## src/ett_pkg.sv

```systemverilog
package ett_pkg;

	// request kinds carried on req_type
	typedef enum logic [1:0] {
		REQ_START  = 2'd0,
		REQ_QUERY  = 2'd1,
		REQ_CANCEL = 2'd2,
		REQ_TICK   = 2'd3
	} req_t;

	// one table entry as held in the slot memory
	typedef struct packed {
		logic [31:0] tag;
		logic [15:0] from_v;
		logic [15:0] to_v;
		logic [63:0] start_t;
		logic [31:0] dur;
	} slot_t;

	localparam int SLOT_W = $bits(slot_t);

	// elapsed time has reached the duration (elapsed read as signed)
	function automatic logic el_done(input logic [63:0] el, input logic [31:0] dur);
		el_done = !el[63] && (el >= {32'd0, dur});
	endfunction

endpackage

```

## src/ett_ram.sv

```systemverilog
module ett_ram #(
	parameter int W = 8,
	parameter int D = 8
) (
	input  logic                                 clk,
	input  logic                                 we,
	input  logic [((D > 1) ? $clog2(D) : 1)-1:0] waddr,
	input  logic [W-1:0]                         wdata,
	input  logic [((D > 1) ? $clog2(D) : 1)-1:0] raddr,
	output logic [W-1:0]                         rdata
);

	logic [W-1:0] mem_q [D];

	// write one entry, read one entry with registered data
	always_ff @(posedge clk) begin
		if (we) begin
			mem_q[waddr] <= wdata;
		end
		rdata <= mem_q[raddr];
	end

endmodule

```

## src/ett_div.sv

```systemverilog
module ett_div #(
	parameter int QW = 16
) (
	input  logic          clk,
	input  logic          arst_n,
	input  logic          start,
	input  logic [31:0]   num,
	input  logic [31:0]   den,
	output logic          done,
	output logic [QW-1:0] quo
);

	localparam int CW = $clog2(QW + 1);

	logic          busy_q;
	logic [CW-1:0] cnt_q;
	logic [32:0]   rem_q;
	logic [QW-1:0] quo_q;
	logic          done_q;
	logic [32:0]   shl;
	logic [33:0]   diff;

	// one restoring step: shift remainder, try subtracting the divisor
	assign shl  = {rem_q[31:0], 1'b0};
	assign diff = {1'b0, shl} - {2'b00, den};

	always_ff @(posedge clk or negedge arst_n) begin
		if (!arst_n) begin
			busy_q <= 1'b0;
			cnt_q  <= '0;
			done_q <= 1'b0;
		end else begin
			done_q <= 1'b0;
			if (start) begin
				busy_q <= 1'b1;
				cnt_q  <= CW'(QW);
				rem_q  <= {1'b0, num};
			end else if (busy_q) begin
				if (!diff[33]) begin
					rem_q <= diff[32:0];
					quo_q <= {quo_q[QW-2:0], 1'b1};
				end else begin
					rem_q <= shl;
					quo_q <= {quo_q[QW-2:0], 1'b0};
				end
				cnt_q <= cnt_q - 1'b1;
				if (cnt_q == CW'(1)) begin
					busy_q <= 1'b0;
					done_q <= 1'b1;
				end
			end
		end
	end

	assign done = done_q;
	assign quo  = quo_q;

endmodule

```

## src/eased_tween_table.sv

```systemverilog
// Tween table: NUM_SLOTS animation tweens addressed by a 32-bit tag.
// Input channel (in_valid/in_ready) takes one request: start, query,
// cancel or tick. Output channel (out_valid/out_ready) returns exactly
// one item per request: value_out, in_progress, found, accepted.
// Each request first sweeps the slot memory, one slot per cycle. Start,
// cancel, tick and a missed query then present their item; a query that
// lands outside the tween first works out the elapsed time and checks it.
// A query inside the tween adds the bit-serial divider, three passes
// through the shared multiplier and a rounding step.
// in_ready is high only while the sequencer is idle; one request at a
// time, the next taken at the earliest once the previous item is
// presented. The finished item sits in the output register; while the
// receiver stalls a new request may be taken and worked, and its result
// waits until the previous item has gone.
// Reset clears all active marks and the handshake state; slot contents
// are undefined until a start writes them.
module eased_tween_table
	import ett_pkg::*;
#(
	parameter int NUM_SLOTS      = 8,
	parameter int EASE_FRAC_BITS = 16
) (
	input  logic               clk,
	input  logic               arst_n,
	input  logic               in_valid,
	output logic               in_ready,
	input  logic [1:0]         req_type,
	input  logic [31:0]        tag,
	input  logic signed [15:0] from_value,
	input  logic signed [15:0] to_value,
	input  logic [31:0]        span_us,
	input  logic signed [63:0] now_us,
	output logic               out_valid,
	input  logic               out_ready,
	output logic signed [15:0] value_out,
	output logic               in_progress,
	output logic               found,
	output logic               accepted
);

	localparam int F  = EASE_FRAC_BITS;
	localparam int AW = (NUM_SLOTS > 1) ? $clog2(NUM_SLOTS) : 1;
	localparam int MW = (F + 2 > 17) ? F + 2 : 17;
	localparam int PW = 2 * MW;
	localparam logic [AW-1:0] LAST = AW'(NUM_SLOTS - 1);
	localparam logic [F:0] ONE  = (F+1)'(1) << F;
	localparam logic [F-1:0] HALF = F'(1) << (F - 1);

	typedef enum logic [3:0] {
		S_IDLE, S_SCAN, S_POST, S_EL, S_CHK, S_DIV, S_MUL, S_RND, S_OUT
	} state_t;

	state_t         state_q;
	req_t           req_q;
	logic [31:0]    tag_q;
	logic [15:0]    from_q, to_q;
	logic [31:0]    dur_q;
	logic [63:0]    now_q;
	logic [NUM_SLOTS-1:0] act_q;
	logic [AW-1:0]  idx_q, idx_s1;
	logic           pend_s1, issue_end_q;
	logic           hit_q, free_ok_q;
	logic [AW-1:0]  hit_idx_q, free_idx_q;
	slot_t          m_q;
	logic [63:0]    el_q;
	logic [F:0]     w_q;
	logic [1:0]     mstep_q;
	logic signed [PW-1:0] p_q;
	logic [15:0]    res_val_q;
	logic           res_prog_q, res_found_q, res_acc_q;
	logic           out_valid_q;
	logic [15:0]    ov_q;
	logic           op_q, of_q, oa_q;

	logic           ram_we;
	logic [AW-1:0]  ram_waddr;
	slot_t          ram_wdata, ram_rdata;
	logic           div_start, div_done;
	logic [F-1:0]   div_quo;
	logic [63:0]    scan_el;
	logic           scan_act;
	logic signed [MW-1:0] mul_a, mul_b;
	logic [F:0]     wn;
	logic signed [16:0] dft;
	logic signed [PW:0] qsum;
	logic signed [PW:0] qfl;
	logic [F-1:0]   qrem;
	logic           el_zn, el_dn;
	logic           out_load;

	ett_ram #(.W(SLOT_W), .D(NUM_SLOTS)) u_ram (
		.clk   (clk),
		.we    (ram_we),
		.waddr (ram_waddr),
		.wdata (ram_wdata),
		.raddr (idx_q),
		.rdata (ram_rdata)
	);

	ett_div #(.QW(F)) u_div (
		.clk    (clk),
		.arst_n (arst_n),
		.start  (div_start),
		.num    (el_q[31:0]),
		.den    (m_q.dur),
		.done   (div_done),
		.quo    (div_quo)
	);

	// write the new tween after the sweep of a start
	always_comb begin
		ram_we          = (state_q == S_POST) && (req_q == REQ_START) && (hit_q || free_ok_q);
		ram_waddr       = hit_q ? hit_idx_q : free_idx_q;
		ram_wdata.tag     = tag_q;
		ram_wdata.from_v  = from_q;
		ram_wdata.to_v    = to_q;
		ram_wdata.start_t = now_q;
		ram_wdata.dur     = dur_q;
	end

	assign scan_el   = now_q - ram_rdata.start_t;
	assign scan_act  = act_q[idx_s1];
	assign div_start = (state_q == S_CHK) && !el_zn && !el_dn;
	assign el_zn     = (el_q == 64'd0) || el_q[63];
	assign el_dn     = el_done(el_q, m_q.dur);
	assign wn        = ONE - {1'b0, div_quo};
	assign dft       = 17'(signed'(m_q.to_v)) - 17'(signed'(m_q.from_v));
	assign out_load  = (state_q == S_OUT) && (!out_valid_q || out_ready);

	// pick multiplier operands: w*w, then w2*w, then e*(to-from)
	always_comb begin
		case (mstep_q)
			2'd0: begin
				mul_a = signed'(MW'(w_q));
				mul_b = signed'(MW'(w_q));
			end
			2'd1: begin
				mul_a = signed'(MW'(p_q[2*F:F]));
				mul_b = signed'(MW'(w_q));
			end
			default: begin
				mul_a = signed'(MW'(ONE - p_q[2*F:F]));
				mul_b = MW'(dft);
			end
		endcase
	end

	// from scaled up plus the eased step, then split for rounding
	assign qsum = (PW+1)'(signed'(m_q.from_v)) * (PW+1)'(signed'({1'b0, ONE}))
		+ (PW+1)'(p_q);
	assign qfl  = qsum >>> F;
	assign qrem = qsum[F-1:0];

	always_ff @(posedge clk or negedge arst_n) begin
		if (!arst_n) begin
			state_q     <= S_IDLE;
			act_q       <= '0;
			pend_s1     <= 1'b0;
			issue_end_q <= 1'b0;
			idx_q       <= '0;
			out_valid_q <= 1'b0;
			mstep_q     <= '0;
		end else begin
			// present a finished item, drop it once taken
			if (out_load) begin
				out_valid_q <= 1'b1;
			end else if (out_valid_q && out_ready) begin
				out_valid_q <= 1'b0;
			end
			// mark a slot read issued this cycle
			pend_s1 <= (state_q == S_SCAN) && !issue_end_q;
			case (state_q)
				S_IDLE: begin
					if (in_valid) begin
						req_q       <= req_t'(req_type);
						tag_q       <= tag;
						from_q      <= from_value;
						to_q        <= to_value;
						dur_q       <= span_us;
						now_q       <= now_us;
						idx_q       <= '0;
						issue_end_q <= 1'b0;
						hit_q       <= 1'b0;
						free_ok_q   <= 1'b0;
						res_val_q   <= '0;
						res_prog_q  <= 1'b0;
						res_found_q <= 1'b0;
						res_acc_q   <= 1'b0;
						state_q     <= S_SCAN;
					end
				end
				S_SCAN: begin
					// issue one slot read a cycle
					if (!issue_end_q) begin
						idx_s1  <= idx_q;
						if (idx_q == LAST) begin
							issue_end_q <= 1'b1;
						end else begin
							idx_q <= idx_q + 1'b1;
						end
					end
					// examine the slot read last cycle
					if (pend_s1) begin
						if (scan_act && ram_rdata.tag == tag_q && !hit_q) begin
							hit_q     <= 1'b1;
							hit_idx_q <= idx_s1;
							m_q       <= ram_rdata;
						end
						if (!scan_act && !free_ok_q) begin
							free_ok_q  <= 1'b1;
							free_idx_q <= idx_s1;
						end
						if (req_q == REQ_TICK && scan_act &&
							el_done(scan_el, ram_rdata.dur)) begin
							act_q[idx_s1] <= 1'b0;
						end
						if (idx_s1 == LAST) begin
							state_q <= S_POST;
						end
					end
				end
				S_POST: begin
					if (req_q != REQ_TICK) begin
						res_found_q <= hit_q;
					end
					state_q <= S_OUT;
					case (req_q)
						REQ_START: begin
							if (hit_q || free_ok_q) begin
								act_q[ram_waddr] <= 1'b1;
								res_acc_q        <= 1'b1;
							end
						end
						REQ_CANCEL: begin
							if (hit_q) begin
								act_q[hit_idx_q] <= 1'b0;
							end
						end
						REQ_QUERY: begin
							if (hit_q) begin
								state_q <= S_EL;
							end
						end
						default: ;
					endcase
				end
				S_EL: begin
					el_q    <= now_q - m_q.start_t;
					state_q <= S_CHK;
				end
				S_CHK: begin
					res_prog_q <= !el_dn;
					if (el_zn) begin
						res_val_q <= m_q.from_v;
						state_q   <= S_OUT;
					end else if (el_dn) begin
						res_val_q <= m_q.to_v;
						state_q   <= S_OUT;
					end else begin
						state_q <= S_DIV;
					end
				end
				S_DIV: begin
					if (div_done) begin
						w_q     <= wn;
						mstep_q <= '0;
						state_q <= S_MUL;
					end
				end
				S_MUL: begin
					p_q <= PW'(mul_a * mul_b);
					if (mstep_q == 2'd2) begin
						state_q <= S_RND;
					end else begin
						mstep_q <= mstep_q + 1'b1;
					end
				end
				S_RND: begin
					// round to nearest, ties to even
					if (qrem > HALF || (qrem == HALF && qfl[0])) begin
						res_val_q <= qfl[15:0] + 16'd1;
					end else begin
						res_val_q <= qfl[15:0];
					end
					state_q <= S_OUT;
				end
				S_OUT: begin
					// hold until the previous item has left
					if (out_load) begin
						ov_q        <= res_val_q;
						op_q        <= res_prog_q;
						of_q        <= res_found_q;
						oa_q        <= res_acc_q;
						state_q     <= S_IDLE;
					end
				end
				default: state_q <= S_IDLE;
			endcase
		end
	end

	assign in_ready    = (state_q == S_IDLE);
	assign out_valid   = out_valid_q;
	assign value_out   = signed'(ov_q);
	assign in_progress = op_q;
	assign found       = of_q;
	assign accepted    = oa_q;

endmodule

```

## config.mk

```make
export PLATFORM = sky130hd
export DESIGN_NAME = eased_tween_table
export DESIGN_NICKNAME = d
export VERILOG_FILES = /design/src/ett_pkg.sv /design/src/ett_ram.sv /design/src/ett_div.sv /design/src/eased_tween_table.sv
export SDC_FILE = /design/constraint.sdc
export NUM_CORES = 2
export LEC_CHECK = 0
export CORE_MARGIN = 2
export CORE_UTILIZATION = 32
export CTS_CLUSTER_SIZE = 24
export DETAILED_ROUTE_END_ITERATION = 8
export DONT_BUFFER_PORTS = 1
export GPL_ROUTABILITY_DRIVEN = 0
export GPL_TIMING_DRIVEN = 0
export PLACE_DENSITY = 0.56
export SYNTH_ARGS = -nofsm -noshare
export SYNTH_HDL_FRONTEND = slang
export SYNTH_SLANG_ARGS = --single-unit
```

## constraint.sdc

```tcl
create_clock -name clk -period 10.3 [get_ports clk]
set_input_delay 1.03 -clock clk [delete_from_list [all_inputs] [get_ports clk]]
set_output_delay 1.03 -clock clk [all_outputs]
set_load 0.02 [all_outputs]
```

# Word level (Yosys, flattened, before mapping)
# Memory sizes are Yosys's and may differ from the RTL's. A register that Yosys moved wholly into a read port is not among the register bits.
# Cells that the tools add are included.
# totals
regBits	529
out_inout_bits	21
mem_count	1
inputBits	166
wordCells	243
mem_bits_rw	1280
# classes
n_reduce_logical	65
eq_ne	38
addsub	11
n_mul	1
magnitude_cmp	9
bitwise	7
mux	72
# memory_table
memory	words	width	rd	rd_clocked_by_memory_dff	write_ports	line_no	rtl
u_ram.mem_q	8	160	1	1	1	ett_ram.sv:13	logic [W-1:0] mem_q [D];
# op_table
operator	n
64-bit by 32-bit greater-or-equal comparator with 1-bit output	2
64-bit subtractor	2
33-bit two-way mux	2
64-bit logical NOT	1
16-bit two-way mux	4
16-bit one-hot mux with 3 select lines	1
4-bit two-way mux	10
18-bit one-hot mux with 2 select lines	1
4-bit one-hot mux with 9 select lines	1
33-bit by 32-bit subtractor with 34-bit output	1
18-bit by 18-bit multiplier with 33-bit output	1
32-bit adder	1
32-bit == test	1
32-bit two-way mux	1
8-bit two-way mux	4
8-bit one-hot mux with 2 select lines	2
1-bit two-way mux	25
3-bit AND reduction	7
4-bit AND reduction	5
1-bit logical AND	18
18-bit two-way mux	1
17-bit by 17-bit subtractor with 18-bit output, first input constant	1
16-bit by 16-bit subtractor with 17-bit output	1
17-bit by 16-bit subtractor with 17-bit output, first input constant	1
43 further kinds	109

# Depth between registers and ports, before layout
# logic_depth
word_depth	9
depth_mapped	41

# By module
# From an unflattened synthesis, not the netlist that was laid out.
# hier_totals
hier_cells	6392
hier_area_um2	95978.3
# modules_own_cells
module	seq_area_each_um2	area_each_um2	cells_each	instances
ett_ram	41639.9	52327.7	2023	1
eased_tween_table	14103.5	39411.5	3920	1
ett_div	1616.6	4239.1	449	1

# Least setup slack after synthesis
# Ideal clock, no wire load.
# synth_timing
kind	reg2reg
startpoint	reg state_q[1]
endpoint	reg dur_q[0] (enable)
path_buffers	0
setup_ps	687
stages_incl_launch_ff	4
slack_ps	1155
arrival_ps	8458
t_required_ps	9613
cell_sequence	dfrtp_1 nor4_1 nand2_1 nor2_1
# synth_via
elab_chain_len	2
# synth_lines
item	line_no	rtl
start: declaration	eased_tween_table.sv:53	state_t state_q;
start signal: assignment	eased_tween_table.sv:156	state_q <= S_IDLE;
start signal: assignment	eased_tween_table.sv:189	state_q <= S_SCAN;
start signal: assignment	eased_tween_table.sv:218	state_q <= S_POST;
4-bit logical NOT	n/a	
net in_ready	eased_tween_table.sv:26	output logic in_ready,
3-bit AND reduction (no source line)	n/a	
end signal: assignment	eased_tween_table.sv:179	dur_q <= span_us;
end: declaration	eased_tween_table.sv:57	logic [31:0] dur_q;
# The timed path passes the listed nets, and every way through them passes these cells.
# A chain may end at the register's enable or synchronous reset.

# Worst setup path after layout
# layout_timing
startpoint	reg m_q[96] (netlist name)
endpoint	reg p_q[32] (data pin)
# layout_via
elab_chain_len	3
# layout_lines
item	line_no	rtl
start: declaration	eased_tween_table.sv:64	slot_t m_q;
start signal: assignment	eased_tween_table.sv:207	m_q <= ram_rdata;
16-bit by 16-bit subtractor with 17-bit output	eased_tween_table.sv:127	assign dft = 17'(signed'(m_q.to_v)) - 17'(signed'(m_q.from_v));
18-bit two-way mux	eased_tween_table.sv:132	case (mstep_q)
18-bit by 18-bit multiplier with 33-bit output	eased_tween_table.sv:271	p_q <= PW'(mul_a * mul_b);
end signal: assignment	eased_tween_table.sv:271	
end: declaration	eased_tween_table.sv:68	logic signed [PW-1:0] p_q;
# No other way between the ends.

==> results.md <==
* Yosys top cell area share at 0.569
* Synth area leader: edfxtp_1
* RR Startpoint: m_q[96]$_DFFE_PP_
* HP Start: now_us[27]
* Hold Vio Cnt, Final at 0
* Ys flop type: edfxtp_1
* Num rows at approximately 200
* # H-tree levels at 4
* Status: completed
* Io pins at ~190
* Period utilisation layout at 0.964
* Highest Signal Layer: met5
* Finished Layout Cells at ~11000
* Hold Path Class: in -> reg
* DR WL met3 at 16.6 mm
* Placed Cells at around 10000
* Fin Hold WS at between 0.2 and 0.25 ns
* Root Driver: clkbuf_16
* Mean post-synth cell area at about 15 um^2
* Yosys Warn Count at 0
* Largest net degree at the start of global routing at 34
* Post-route DRC at 0
* WL met1 at about 110 mm
* Number of global-route vias before repair at between 50000 and 60000
* CP most frequent cell: fa_1
* Hold depth at 0
* Least-Margin Pin Slew at 1.46 ns
* Total Routing Usage GR at 0.161
* Die ar. at 298000 um^2
* CP Max Fanout at 6
* Initial antenna violation count at 66
* Final wirelength at about 240 mm
* Final net count at around 7400
* DR pass1 iterations at 7
* CTS tree: yes
* Setup violators final at 0
* Fin. max-slew vios at 0
* Critical-path top delay cell: mux2i_1
* R2r worst-path depth at 37
* Critical Path End Type: flop
* Hold Path End: now_q[27]$_DFFE_PP_
* Synthesized area at 93900 um^2
* Utilization after layout at 0.370
* Req. time, crit path at 10.92 ns
* DR vias at between 50000 and 60000
* GRT overflow at 0
* Critical path startpoint category: flop
* Post-DP HPWL at between 150 and 200 mm
* Initial DRC Count at about 4400
* Sinks on Clock Net at 1968
* Initial Util at 0.322
* RSZ-0062 raised after global routing: false
* Critical Path AT at 10.55 ns
* Post-synth EDFFs at around 1800
* Post-synth net total at 7057
* R2R Setup Slk at ~0.37 ns
* Routed wire per std cell at between 20 and 25 um
* Worst skew pair latency at 0.90 ns
* Core ar. at 292000 um^2
* Most numerous cell in the Yosys netlist: edfxtp_1
* Max Cap Viol at 0
* Slew Limit Headroom at 0.0279
* Post-route ant nets at 0
* Synth-to-Final Area Change at 14.8%
* F_max at around 0.1 GHz
* PortBufs at 0
* Chip width at approximately 550 um
* Die Ht at roughly 550 um
* DR vias/cell at between 5 and 6
* Synth unique cells at 90
* Total CTS buffers at approximately 210
* Synth area leaders: edfxtp_1, mux4_2, fa_1
* Commonest cells post-synth: edfxtp_1, inv_1, nand2_1
* Routed length on met2 at 114 mm
* RR Endpoint: p_q[32]$_DFFE_PP_
* Clock transition at path regs at ~0.060 ns
* First-pass GRT wire length at approximately 360 mm
* Synthesized netlist cell count at 6229
* Yosys reg bits at ~2000
* Share of layout cells above drive strength 1 at 0.148
* Tmin final at 9.93 ns
* Clock Skews at between 0.1 and 0.15 ns
* Critical path class: reg -> reg
* Sequential share of the synthesized area at 0.611
* Ys async rst share at 0.0137
* Crit-path max cell delay at roughly 0.97 ns
* Clock buffer depth at 4
-- through the flow --
stage          setup slack (ns)  instance area (um^2)  TNS [ns]
5_1_grt                 0.00192                108000         0
4_1_cts                  0.0567                108000         0
3_3_place_gp              -7.74                 98800         -
3_5_place_dp             -0.138                101000    -0.138
6_report                  0.369                108000         0
2_1_floorplan              1.15                 93900         0
-- flip-flops by register name, summed over array words and instances (netlist names), 17 cells and up --
name,count
dur_q,32
el_q,64
m_q,128
now_q,64
p_q,33
tag_q,32
u_div.rem_q,32
u_ram.mem_q,1280
u_ram.rdata,160
w_q,17
-- cells in the final DEF, fill, tap and decap left out, types with 38 or more instances in the layout --
cell	synthesis	layout
a21o_1	136	136
ha_1	351	351
o21ai_0	160	157
a21oi_1	188	188
nand2_1	397	395
clkbuf_1	145	177
mux2_2	162	161
nand4_1	45	45
mux4_2	320	320
buf_12	0	62
nand2b_1	48	48
xor2_1	93	93
mux2i_1	61	60
fa_1	311	311
nor4_1	43	42
edfxtp_1	1781	1781
nand3_1	65	65
nor3_1	66	65
dfxtp_1	160	160
xnor2_1	158	157
nor2b_1	41	40
clkbuf_16	0	210
inv_1	653	653
and2_1	58	58
nor2_1	265	252
buf_1	37	38
-- metal layers --
layer / vias to the layer above / GRT usage
met5: - / 0
met4: 44 / 0.0455
met3: 415 / 0.0322
met2: 1646 / 0.262
met1: 27388 / 0.218
li1: 23764 / -
-- area by class of cell --
cell class	instances	area, um^2
multi-input cells	3411	33600
plain buffers	195	774
clock inverters	117	1170
clock buffers	271	5640
diodes	16	40.0
fillers	27307	184000
inverters	653	2450
repair buffers	102	1980
flip-flops and latches	1968	57400
well taps	3900	4880
-- worst max path at each step --
stage	startpoint	to	slack, ns	cells past startpoint
final	m_q[96]$_DFFE_PP_	p_q[32]$_DFFE_PP_	0.37	37
after global routing	m_q[96]$_DFFE_PP_	p_q[32]$_DFFE_PP_	0.002	37
after CTS	p_q[17]$_DFFE_PP_	p_q[32]$_DFFE_PP_	0.06	31
after detailed placement	m_q[96]$_DFFE_PP_	p_q[32]$_DFFE_PP_	-0.14	40
after global placement	state_q[2]$_DFFE_PN0P_	u_ram.mem_q[0][37]$_DFFE_PP_	-7.74	6
after floorplan	state_q[1]$_DFFE_PN0P_	dur_q[0]$_DFFE_PP_	1.15	3
-- repair_timing --
item                                    4_1_cts  5_1_grt
endpoints found under the setup margin        2        5
resized for setup                             4       40
hold buffers                                  2        0
buffers inserted                              0        2
endpoints found under the hold margin        27        0
pin swaps                                     0        2
-- logic make-up (layout without fill, tap and decap cells) --
group,after synthesis,after routing,synth area share
other cells,0,16,0
buf+inv,850,1338,0.0342
compound gates,823,823,0.0585
flops,1968,1968,0.611
fa+ha+maj,662,662,0.113
mux,551,551,0.104
simple gates,1124,1124,0.0568
xor+xnor,251,251,0.0234
-- worst max-delay path, delay by kind of cell (launching register included) --
kind,cells,cell delay [ns]
adders and majority gates,9,4.05
AOI/OAI and AO/OA,13,2.82
muxes,1,0.97
buffers and inverters,7,0.68
and+or+nand+nor,5,0.55
DFF,1,0.37
xor gates and xnor gates,2,0.29
Power is left out: the tool's default activity adds up to more than one toggle a clock period on the data nets, which glitch-free logic cannot reach.
